## src/sv/lrukvc_pkg.sv

```systemverilog
// ----------------------------------------------------------------------------
// lrukvc_pkg
// Shared sizes, payload types and control structs of the LRU key/value cache.
// ----------------------------------------------------------------------------
package lrukvc_pkg;

    // store geometry
    localparam int ENTRIES  = 16;
    localparam int KEY_BITS = 32;

    // field widths
    localparam int WORD_W = 32;
    localparam int CAP_W  = 5;
    localparam int IDX_W  = $clog2(ENTRIES);
    localparam int OCC_W  = $clog2(ENTRIES + 1);
    localparam int EFF_W  = (OCC_W > CAP_W) ? OCC_W : CAP_W;
    localparam int KEY_W  = (KEY_BITS < WORD_W) ? KEY_BITS : WORD_W;

    // capacity after reset
    localparam logic [CAP_W-1:0] CAP_RESET = CAP_W'(16);

    // request actions
    typedef enum logic {
        ACT_GET = 1'b0,
        ACT_PUT = 1'b1
    } action_t;

    // request payload
    typedef struct packed {
        action_t            action;
        logic [WORD_W-1:0]  key;
        logic [WORD_W-1:0]  value;
    } req_t;

    // response payload
    typedef struct packed {
        logic               hit;
        logic [WORD_W-1:0]  read_value;
    } rsp_t;

    // request handed to the store, with its commit strobe
    typedef struct packed {
        logic   fire;
        req_t   req;
    } cmd_t;

    // capacity register write
    typedef struct packed {
        logic               write;
        logic [CAP_W-1:0]   data;
    } cfg_t;

endpackage

```

## src/sv/lru_key_value_cache_top.sv

```systemverilog
// ----------------------------------------------------------------------------
// lru_key_value_cache_top
// Fully associative key/value cache with least-recently-used replacement.
// ----------------------------------------------------------------------------
// Use:
//   request channel req_valid / req_stall / req_data carries a get or a put
//   with its key and value; a request is taken on a clock edge where
//   req_valid is high and req_stall is low.
//   response channel rsp_valid / rsp_stall / rsp_data returns hit and
//   read_value, one response per request, in request order.
//   cfg_valid / cfg_ready / cfg_data writes the capacity register; the
//   write only takes effect while the cache holds no entries.
// Timing:
//   a request lands in the input register, then is looked up and committed
//   to the store as it moves into the response register, where its response
//   is then valid. One request per cycle is sustained while rsp_stall is low;
//   the key compare, rank update and replacement choice all sit between the
//   input register and the response register.
// Reset:
//   rst_n clears all valid marks, ranks and occupancy and sets capacity
//   to sixteen. Entry keys and values are not cleared.
// Stall:
//   while rsp_stall holds a response, the input register keeps one more
//   request, then req_stall rises until the response is taken.
// ----------------------------------------------------------------------------
module lru_key_value_cache_top
    import lrukvc_pkg::*;
(
    input  logic                clk,
    input  logic                rst_n,
    input  logic                req_valid,
    output logic                req_stall,
    input  req_t                req_data,
    output logic                rsp_valid,
    input  logic                rsp_stall,
    output rsp_t                rsp_data,
    input  logic                cfg_valid,
    output logic                cfg_ready,
    input  logic [CAP_W-1:0]    cfg_data
);

    logic   s1_valid_reg, s1_valid_next;
    req_t   s1_data_reg;
    logic   rsp_valid_reg, rsp_valid_next;
    rsp_t   rsp_data_reg;

    logic   advance;
    logic   accept;
    cmd_t   cmd;
    cfg_t   cfg;
    rsp_t   result;

    // handshake
    assign advance   = s1_valid_reg && (!rsp_valid_reg || !rsp_stall);
    assign req_stall = s1_valid_reg && !advance;
    assign accept    = req_valid && !req_stall;
    assign cfg_ready = 1'b1;

    assign cmd.fire = advance;
    assign cmd.req  = s1_data_reg;
    assign cfg.write = cfg_valid && cfg_ready;
    assign cfg.data  = cfg_data;

    // store and lookup
    lrukvc_store u_store
    (
        .clk    (clk),
        .rst_n  (rst_n),
        .cmd    (cmd),
        .cfg    (cfg),
        .rsp    (result)
    );

    // pipeline valid flags
    always_comb
    begin
        if (accept)
        begin
            s1_valid_next = 1'b1;
        end
        else if (advance)
        begin
            s1_valid_next = 1'b0;
        end
        else
        begin
            s1_valid_next = s1_valid_reg;
        end

        if (advance)
        begin
            rsp_valid_next = 1'b1;
        end
        else if (!rsp_stall)
        begin
            rsp_valid_next = 1'b0;
        end
        else
        begin
            rsp_valid_next = rsp_valid_reg;
        end
    end

    always_ff @(posedge clk or negedge rst_n)
    begin
        if (!rst_n)
        begin
            s1_valid_reg  <= 1'b0;
            rsp_valid_reg <= 1'b0;
        end
        else
        begin
            s1_valid_reg  <= s1_valid_next;
            rsp_valid_reg <= rsp_valid_next;
        end
    end

    // payload registers
    always_ff @(posedge clk)
    begin
        if (accept)
        begin
            s1_data_reg <= req_data;
        end
        if (advance)
        begin
            rsp_data_reg <= result;
        end
    end

    assign rsp_valid = rsp_valid_reg;
    assign rsp_data  = rsp_data_reg;

endmodule

```

## src/sv/lrukvc_store.sv

```systemverilog
// ----------------------------------------------------------------------------
// lrukvc_store
// Entry storage, parallel key match, recency ranks and replacement choice.
// ----------------------------------------------------------------------------
module lrukvc_store
    import lrukvc_pkg::*;
(
    input  logic    clk,
    input  logic    rst_n,
    input  cmd_t    cmd,
    input  cfg_t    cfg,
    output rsp_t    rsp
);

    logic [ENTRIES-1:0]     valid_reg, valid_next;
    logic [KEY_W-1:0]       key_reg   [ENTRIES];
    logic [WORD_W-1:0]      value_reg [ENTRIES];
    logic [IDX_W-1:0]       rank_reg  [ENTRIES];
    logic [IDX_W-1:0]       rank_next [ENTRIES];
    logic [OCC_W-1:0]       occ_reg, occ_next;
    logic [CAP_W-1:0]       cap_reg;

    logic [KEY_W-1:0]       req_key;
    logic [ENTRIES-1:0]     match;
    logic                   hit;
    logic [IDX_W-1:0]       found_idx;
    logic [IDX_W-1:0]       free_idx;
    logic [IDX_W-1:0]       victim_idx;
    logic [OCC_W-1:0]       occ_m1;
    logic [IDX_W-1:0]       oldest;
    logic [EFF_W-1:0]       cap_ext;
    logic [EFF_W-1:0]       eff_cap;
    logic                   room;
    logic                   is_put;

    // write decision
    logic                   do_write;
    logic                   do_promote;
    logic                   age_all;
    logic [IDX_W-1:0]       slot;
    logic [IDX_W-1:0]       old_rank;

    assign req_key = cmd.req.key[KEY_W-1:0];
    assign is_put  = (cmd.req.action == ACT_PUT);

    // parallel key compare
    always_comb
    begin
        for (int i = 0; i < ENTRIES; i++)
        begin
            match[i] = valid_reg[i] && (key_reg[i] == req_key);
        end
    end

    assign hit = |match;

    // lowest matching, free and oldest slots
    always_comb
    begin
        found_idx  = '0;
        free_idx   = '0;
        victim_idx = '0;
        for (int i = ENTRIES - 1; i >= 0; i--)
        begin
            if (match[i])
            begin
                found_idx = IDX_W'(i);
            end
            if (!valid_reg[i])
            begin
                free_idx = IDX_W'(i);
            end
            if (valid_reg[i] && (rank_reg[i] == oldest))
            begin
                victim_idx = IDX_W'(i);
            end
        end
    end

    assign occ_m1 = occ_reg - OCC_W'(1);
    assign oldest = occ_m1[IDX_W-1:0];

    // capacity clamped to one..entries
    assign cap_ext = EFF_W'(cap_reg);
    always_comb
    begin
        if (cap_ext == '0)
        begin
            eff_cap = EFF_W'(1);
        end
        else if (cap_ext > EFF_W'(ENTRIES))
        begin
            eff_cap = EFF_W'(ENTRIES);
        end
        else
        begin
            eff_cap = cap_ext;
        end
    end

    assign room = EFF_W'(occ_reg) < eff_cap;

    // response
    always_comb
    begin
        rsp.hit = hit;
        if (is_put)
        begin
            rsp.read_value = '0;
        end
        else if (hit)
        begin
            rsp.read_value = value_reg[found_idx];
        end
        else
        begin
            rsp.read_value = '1;
        end
    end

    // pick slot and promotion mode
    always_comb
    begin
        do_write   = 1'b0;
        do_promote = 1'b0;
        age_all    = 1'b0;
        slot       = found_idx;
        old_rank   = rank_reg[found_idx];
        occ_next   = occ_reg;
        if (cmd.fire)
        begin
            if (hit)
            begin
                do_promote = 1'b1;
                do_write   = is_put;
            end
            else if (is_put && room)
            begin
                do_promote = 1'b1;
                do_write   = 1'b1;
                age_all    = 1'b1;
                slot       = free_idx;
                occ_next   = occ_reg + OCC_W'(1);
            end
            else if (is_put)
            begin
                do_promote = 1'b1;
                do_write   = 1'b1;
                slot       = victim_idx;
                old_rank   = oldest;
            end
        end
    end

    // rank and valid update
    always_comb
    begin
        valid_next = valid_reg;
        for (int i = 0; i < ENTRIES; i++)
        begin
            rank_next[i] = rank_reg[i];
            if (do_promote)
            begin
                if (slot == IDX_W'(i))
                begin
                    rank_next[i] = '0;
                end
                else if (valid_reg[i] && (age_all || (rank_reg[i] < old_rank)))
                begin
                    rank_next[i] = rank_reg[i] + IDX_W'(1);
                end
            end
        end
        if (do_write)
        begin
            valid_next[slot] = 1'b1;
        end
    end

    // control state
    always_ff @(posedge clk or negedge rst_n)
    begin
        if (!rst_n)
        begin
            valid_reg <= '0;
            occ_reg   <= '0;
            cap_reg   <= CAP_RESET;
            for (int i = 0; i < ENTRIES; i++)
            begin
                rank_reg[i] <= '0;
            end
        end
        else
        begin
            valid_reg <= valid_next;
            occ_reg   <= occ_next;
            for (int i = 0; i < ENTRIES; i++)
            begin
                rank_reg[i] <= rank_next[i];
            end
            if (cfg.write && (occ_reg == '0))
            begin
                cap_reg <= cfg.data;
            end
        end
    end

    // entry payload
    always_ff @(posedge clk)
    begin
        if (do_write)
        begin
            key_reg[slot]   <= req_key;
            value_reg[slot] <= cmd.req.value;
        end
    end

`ifndef SYNTHESIS
    // occupancy tracks the valid marks
    assert property (@(posedge clk) disable iff (!rst_n)
        $countones(valid_reg) == int'(occ_reg))
        else $error("occupancy does not match valid entries");

    // never more entries than the clamped capacity
    assert property (@(posedge clk) disable iff (!rst_n)
        EFF_W'(occ_reg) <= eff_cap)
        else $error("occupancy above capacity");

    // a key lives in at most one entry
    assert property (@(posedge clk) disable iff (!rst_n)
        $onehot0(match))
        else $error("duplicate key in store");

    // a put that misses into a full store keeps occupancy
    assert property (@(posedge clk) disable iff (!rst_n)
        (cmd.fire && is_put && !hit && !room) |=> $stable(occ_reg))
        else $error("eviction changed occupancy");
`endif

endmodule

```

## config.mk

```make
export PLATFORM = sky130hd
export DESIGN_NAME = lru_key_value_cache_top
export DESIGN_NICKNAME = d
export VERILOG_FILES = /design/src/sv/lrukvc_pkg.sv /design/src/sv/lru_key_value_cache_top.sv /design/src/sv/lrukvc_store.sv
export SDC_FILE = /design/constraint.sdc
export NUM_CORES = 2
export LEC_CHECK = 0
export ABC_AREA = 0
export ABC_CLOCK_PERIOD_IN_PS = 13600
export BUFFER_PORTS_ARGS = -buffer_cell sky130_fd_sc_hd__buf_2
export CORE_MARGIN = 4
export CORE_UTILIZATION = 30
export CTS_CLUSTER_DIAMETER = 60
export DETAILED_ROUTE_END_ITERATION = 10
export GPL_TIMING_DRIVEN = 0
export PLACE_DENSITY = 0.51
export SKIP_LAST_GASP = 1
export SLEW_MARGIN = 20
export SYNTH_ARGS = -nofsm -noshare
export SYNTH_HDL_FRONTEND = slang
export SYNTH_SLANG_ARGS = --single-unit
```

## constraint.sdc

```tcl
create_clock -name clk -period 13.6 [get_ports clk]
set_input_delay 0.68 -clock clk [delete_from_list [all_inputs] [get_ports clk]]
set_output_delay 0.68 -clock clk [all_outputs]
set_load 0.05 [all_outputs]
```

# Word level (Yosys, flattened, before mapping)
# Memory sizes are Yosys's and may differ from the RTL's.
# Index checks and enable logic that the tools add are counted.
dict set report totals {
  reg_bits 190
  latchBits 0
  ram_bits 1024
  romBits 0
  inputBits 75
  out_inout_bits 36
  word_cells 342
  memories 2
}
dict set report op_classes {
  add_sub_neg 18
  multipliers 0
  n_div 0
  magnitude_cmp 21
  n_eq_ne 48
  n_shift 0
  mux 111
  bitwise_logic 3
  reduce_logical 113
}
# memory words width read_ports rd_ports_with_merged_regs write_ports line
set mem_list {}
lappend mem_list {u_store.key_reg 16 32 16 0 1 lrukvc_store.sv:16} ;# logic [KEY_W-1:0] key_reg [ENTRIES];
lappend mem_list {u_store.value_reg 16 32 1 0 1 lrukvc_store.sv:17} ;# logic [WORD_W-1:0] value_reg [ENTRIES];
# operator count
set op_table {}
lappend op_table {{32-bit equality test} 16}
lappend op_table {{4-bit 2-to-1 mux} 90}
lappend op_table {{4-bit by 1-bit adder with 4-bit output, second input constant} 16}
lappend op_table {{4-bit equality test} 16}
lappend op_table {{4-bit < comparator} 16}
lappend op_table {{1-bit logical AND} 54}
lappend op_table {{2-bit nonzero test} 17}
lappend op_table {{4-bit equality test, second input constant} 8}
lappend op_table {{32-bit 2-to-1 mux} 1}
lappend op_table {{2-bit AND reduction} 16}
lappend op_table {{1-bit logical OR} 17}
lappend op_table {{4-bit binary-select mux with 4-bit select} 1}
lappend op_table {{4-bit by 3-bit equality test with 1-bit output, second input constant} 4}
lappend op_table {{1-bit 2-to-1 mux} 16}
lappend op_table {{16-bit bitwise OR} 1}
lappend op_table {{16-bit OR reduction} 1}
lappend op_table {{5-bit logical NOT} 2}
lappend op_table {{5-bit 2-to-1 mux} 2}
lappend op_table {{4-bit by 2-bit equality test with 1-bit output, second input constant} 2}
lappend op_table {{5-bit by 1-bit adder with 5-bit output, second input constant} 1}
lappend op_table {{5-bit greater-or-equal comparator, second input constant} 1}
lappend op_table {{5-bit greater-than comparator, second input constant} 1}
lappend op_table {{4-bit by 5-bit < comparator with 1-bit output, second input constant} 1}
lappend op_table {{5-bit < comparator} 1}
lappend op_table {{other kinds (10)} 13}

# Logic depth before layout (Yosys ltp)
# An unclocked memory read counts as a cell.
dict set report logic_depth {
  word_depth 32
  ltp_mapped 23
  depth_no_buf 18
}

# By module
# A second synthesis with hierarchy kept.
dict set report unflattened {
  hier_cells 3807
  hier_area_um2 54425.9
}
# mod n_inst cells_per_inst area_per_inst_um2 seq_area_each_um2
set by_module_without_submodules {}
lappend by_module_without_submodules {lrukvc_store 1 3699 51379.3 33002.9}
lappend by_module_without_submodules {lru_key_value_cache_top 1 108 3046.7 2992.9}

# Least setup slack after synthesis
# Ideal clock, no wire load.
dict set report synth_timing {
  kind {reg-to-reg}
  from {register u_store.occ_reg[0]}
  to {register u_store.valid_reg[15]}
  setup_ns 0.092
  arrival_time_ns 8.830
  required_ns 13.508
  path_slack_ns 4.678
  path_stages_with_launch 19
  n_path_buf 4
  synth_period_minus_slack_ns 8.922
  path_cell_list {dfrtp_1 buf_1 inv_1 ha_1 buf_2 buf_1 xnor2_1 nor2_1 and4_1 a41o_1 or3b_1 a211oi_1 mux2i_1 o21ai_2 nand2_1 or2_1 clkbuf_1 nor3_1 or2_2}
}
dict set report synth_between {
  elab_chain_len 28
  elab_cells_between_ends 64
  classes_between {1 x add/sub; 3 x order compare; 16 x eq/ne; 25 x mux; 1 x bitwise; 18 x reduce/logical}
}
# item line
set synth_rtl {}
lappend synth_rtl {{from (decl)} lrukvc_store.sv:20} ;# logic [OCC_W-1:0] occ_reg, occ_next;
lappend synth_rtl {{from (signal assigned)} lrukvc_store.sv:196} ;# occ_reg <= occ_next;
lappend synth_rtl {{4-bit by 1-bit subtractor with 4-bit output (*)} lrukvc_store.sv:80} ;# assign occ_m1 = occ_reg - OCC_W'(1);
lappend synth_rtl {{via u_store.occ_m1[0]} lrukvc_store.sv:29} ;# logic [OCC_W-1:0] occ_m1;
lappend synth_rtl {{4-bit equality test} lrukvc_store.sv:73} ;# if (valid_reg[i] && (rank_reg[i] == oldest))
lappend synth_rtl {{1-bit logical AND} lrukvc_store.sv:73}
lappend synth_rtl {{4-bit 2-to-1 mux (15 in a row)} lrukvc_store.sv:73}
lappend synth_rtl {{4-bit 2-to-1 mux (*)} lrukvc_store.sv:73}
lappend synth_rtl {{4-bit 2-to-1 mux (*)} lrukvc_store.sv:145} ;# else if (is_put)
lappend synth_rtl {{4-bit 2-to-1 mux (*)} lrukvc_store.sv:137} ;# else if (is_put && room)
lappend synth_rtl {{4-bit 2-to-1 mux (*)} lrukvc_store.sv:132} ;# if (hit)
lappend synth_rtl {{4-bit 2-to-1 mux (*)} lrukvc_store.sv:130} ;# if (cmd.fire)
lappend synth_rtl {{4-bit by 5-bit < comparator with 1-bit output (not written as such) or 4-bit by 1-bit greater-or-equal comparator with 1-bit output (tied branches)} lrukvc_store.sv:176} ;# valid_next[slot] = 1'b1;
lappend synth_rtl {{1-bit logical AND (not written as such)} lrukvc_store.sv:176}
lappend synth_rtl {{1-bit 2-to-1 mux (not written as such)} lrukvc_store.sv:176}
lappend synth_rtl {{1-bit demux with 4-bit select (*)} -}
lappend synth_rtl {{16-bit bitwise OR (no source line) (*)} -}
lappend synth_rtl {{to (signal assigned)} lrukvc_store.sv:195} ;# valid_reg <= valid_next;
lappend synth_rtl {{to (decl)} lrukvc_store.sv:15} ;# logic [ENTRIES-1:0] valid_reg, valid_next;
# The timed path passes the listed nets; every way through them passes the cells marked *.
# A chain may end at the register's enable or synchronous reset.

# Final worst setup path
dict set report layout_timing {
  from {register s1_data_reg, in the netlist cmd[45]}
  to {register u_store.rank_reg[6] in the netlist's numbering}
}
dict set report layout_between {
  elab_chain_len 31
  elab_cells_between_ends 72
  classes_between {1 x order compare; 17 x eq/ne; 32 x mux; 1 x bitwise; 21 x reduce/logical}
}
# item line
set layout_rtl {}
lappend layout_rtl {{from (decl)} lru_key_value_cache_top.sv:43} ;# req_t s1_data_reg;
lappend layout_rtl {{from (signal assigned)} lru_key_value_cache_top.sv:123} ;# s1_data_reg <= req_data;
lappend layout_rtl {{32-bit equality test} lrukvc_store.sv:51} ;# match[i] = valid_reg[i] && (key_reg[i] == req_key);
lappend layout_rtl {{1-bit logical AND} lrukvc_store.sv:51}
lappend layout_rtl {{4-bit 2-to-1 mux (16 in a row)} lrukvc_store.sv:65} ;# if (match[i])
lappend layout_rtl {{4-bit NOT with 5-bit output (not written as such)} lrukvc_store.sv:128} ;# old_rank = rank_reg[found_idx];
lappend layout_rtl {{4-bit binary-select mux with 4-bit select} lrukvc_store.sv:128}
lappend layout_rtl {{4-bit 2-to-1 mux (not written as such) (2 in a row)} lrukvc_store.sv:128}
lappend layout_rtl {{4-bit 2-to-1 mux} lrukvc_store.sv:145}
lappend layout_rtl {{4-bit 2-to-1 mux} lrukvc_store.sv:137}
lappend layout_rtl {{4-bit 2-to-1 mux} lrukvc_store.sv:132}
lappend layout_rtl {{4-bit 2-to-1 mux} lrukvc_store.sv:130}
lappend layout_rtl {{4-bit < comparator} lrukvc_store.sv:168} ;# else if (valid_reg[i] && (age_all || (rank_reg[i] < old_rank)))
lappend layout_rtl {{1-bit logical OR} lrukvc_store.sv:168}
lappend layout_rtl {{1-bit logical AND} lrukvc_store.sv:168}
lappend layout_rtl {{2-bit nonzero test (no source line)} -}
lappend layout_rtl {{2-bit AND reduction (no source line)} -}
lappend layout_rtl {{to (signal, indexed assignment)} lrukvc_store.sv:199} ;# rank_reg[i] <= rank_next[i];
lappend layout_rtl {{to (decl)} lrukvc_store.sv:18} ;# logic [IDX_W-1:0] rank_reg [ENTRIES];
# Parallel ways exist; a longest one is shown, timed or not. The select of a mux whose other input is x is not followed.

==> metrics.txt <==
fill cell count 17,400; mapped cell area 55,170 um2; slowest stage cell, crit path edfxtp_1; register area share after synthesis 0.6524; Post-synth EDFFs 1,122; Lkg Pwr 22.55 nW; CTS clk-pin slew, worst paths 0.06 ns; WS Path Type flip-flop to flip-flop; Synth Instances 3,745; WP data required 14.26 ns; first-pass GRT wire length 257,800 um; Clock Path Buffers 3; ANT nets after route 0; CP Launch Type flip-flop; Post-synth top cells edfxtp_1, xor2_1, mux2i_1, nor2_1, nor4_1; dominant cells by area after synthesis edfxtp_1, xor2_1, dfrtp_1; status finished clean; Setup-failing EPs final 0; largest net degree at the start of global routing 49; cell taking the most area after synthesis edfxtp_1; DR iter-0 viols 3,759; Critical path destination u_store.rank_reg[6]$_DFFE_PN0P_; postcts setup bufs 0; ys async rst share 0.07578; clk_lat worst skew 0.82 ns; vias in the first global route 33,940; Die Wd 436.8 um; fin util 0.3620; worst setup path start cmd[45]$_DFFE_PP_; # IOs 111; WL/cell 27.27 um; Die Ht 436.8 um; Max Fclk 123.1 MHz; R2R Path Start cmd[45]$_DFFE_PP_; Final Hold Fails 0; share of layout cells above drive strength 1 0.1976; min-delay src req_data[35]; Initial Util 0.3017; routed wire length 184,800 um; vias per std cell 5.127; RePlAce Congestion 0.8780; # DRC 0; initial antenna violation count 6; final hold slack 0.05971 ns; Die ar. 190,800 um2; clk sink count 1,214; CTS root buffer clkbuf_16; Worst Skew 0.06583 ns; Synth Flop Type edfxtp_1; Top cell by count, worst path mux2i_1; core area 182,900 um2; P&R area growth vs syn 20.00%; Total Power 9.667 mW; Relative slew margins 0.2256; number of synthesis warnings 0; RSZ-0062 raised after global routing no; Hold WC Path Type input port to flip-flop; drt pass-1 iters 5; critical path's largest stage delay 0.83 ns; Rows 157; most numerous cell in the Yosys netlist edfxtp_1; max_cap viols 0; final setup TNS 0 ns; Worst R2R End u_store.rank_reg[6]$_DFFE_PN0P_; Worst-Margin Slew 1.157 ns; Port-buffer cells 109; routed via count 34,750; fin crit period 8.123 ns; Reg area 36,000 um2; Post-Syn Area per Cell 14.73 um2; multi-input logic area 17,990 um2; Crit. End Element flip-flop; Worst R2R Path Depth 25; GRT overflow 0; max-slew violation count 0; detailed placer's ending HPWL 128,900 um; Peak VDD IR 0.0001345 V; syn nets 3,891; CP Max Fanout 10; library cells used by synthesis 81; clock tree from TritonCTS done; layout net count 4,344; #FFs+latches synth 1,214; Final Cycle Share 0.5973; R2R setup slack 5.48 ns; H-tree depth 4; Power Dens Cells 146.0 nW/um2; TritonCTS buffer count 145; GRT Util Overall 0.1887; Critical Path AT 8.78 ns; post-synth top area share 0.6107
-- worst max-delay path: cells and delay by family, from the launching register on --
family	cells	cell delay [ns]
mux	5	0.83
compound gates	6	2.10
flops	1	0.83
fa+ha+maj	1	0.25
xor+xnor	1	0.16
simple gates	5	1.35
buf+inv	7	2.40
-- layer usage --
metal	vias up	part of all wire	global-route usage
met5	-	0.00016	0
met4	4	0.036	0.06735
met3	313	0.065	0.03012
met2	1364	0.46	0.3013
met1	17790	0.44	0.2601
li1	15280	-	-
-- cell type report --
type                    instances  area share
diodes                          2  0.00007560
plain buffers                 195     0.01941
clock buffers                 183     0.05743
clock inverters                77     0.01357
inverters                      18    0.001021
multi-input cells            2318      0.2717
flip-flops and latches       1214      0.5437
well taps                    2464     0.04657
repair buffers                306     0.04649
-- logic make-up after synthesis --
| kind of cell | synth area share |
|---|---|
| compound gates | 0.06017 |
| flops | 0.6524 |
| mux | 0.06874 |
| xor+xnor | 0.09824 |
| other cells | 0.00006797 |
| simple gates | 0.07983 |
| fa+ha+maj | 0.01610 |
| buf+inv | 0.02442 |
-- how the worst min path moves through the flow --
stage	to	slack (ns)	cells past startpoint
final	cmd[35]$_DFFE_PP_	0.06	1
after global routing	cmd[11]$_DFFE_PP_	0.02	1
after CTS	cmd[35]$_DFFE_PP_	0.0006	1
after detailed placement	u_store.occ_reg[4]$_DFFE_PN0P_	0.50	1
after global placement	rsp_valid$_DFFE_PN0P_	0.46	1
after floorplan	rsp_valid$_DFFE_PN0P_	0.38	0
-- cells in the final DEF, fill, tap and decap left out, types with 25 or more instances in the layout --
| cell type | Yosys | final |
|---|---|---|
| a21oi_1 | 168 | 166 |
| clkbuf_1 | 62 | 96 |
| o21ai_0 | 60 | 60 |
| dfrtp_1 | 91 | 91 |
| o21bai_1 | 33 | 33 |
| ha_1 | 71 | 71 |
| clkbuf_16 | 0 | 146 |
| nor4_1 | 172 | 168 |
| nand4_1 | 81 | 81 |
| buf_4 | 44 | 113 |
| mux2_2 | 135 | 135 |
| nor3_1 | 77 | 67 |
| xnor2_1 | 158 | 158 |
| or2_2 | 44 | 44 |
| nand3_1 | 61 | 61 |
| buf_8 | 2 | 40 |
| nand2_1 | 61 | 61 |
| a211oi_1 | 65 | 65 |
| mux2i_1 | 227 | 226 |
| xor2_1 | 423 | 423 |
| buf_2 | 35 | 143 |
| o211ai_1 | 38 | 38 |
| edfxtp_1 | 1122 | 1122 |
| clkinv_1 | 0 | 25 |
| dlygate4sd3_1 | 0 | 37 |
| nor2_1 | 203 | 197 |
| o22ai_1 | 35 | 35 |
| buf_6 | 40 | 60 |
-- power by group --
group	switching [mW]	total (mW)	internal, mW
sequential	0.137	4.35	4.21
clock	1.63	3.83	2.20
combinational	0.950	1.49	0.535
-- per-stage QoR --
| step | cells | cell area [um2] | worst slack, ns |
|---|---|---|---|
| floorplan | 3745 | 55170 | 4.678 |
| detailed placement | 6477 | 61110 | 5.786 |
| global placement | 6318 | 58800 | -2.687 |
| finish | 6777 | 66200 | 5.477 |
| CTS | 6774 | 66180 | 5.716 |
| global route | 6775 | 66200 | 5.270 |
-- repair_timing --
action,in CTS,in global routing
hold endpoints to repair,79,0
hold buffers,37,0
resized for setup,0,0
endpoints found under the setup margin,0,0
No activity file was read; power rests on OpenSTA's default activity.
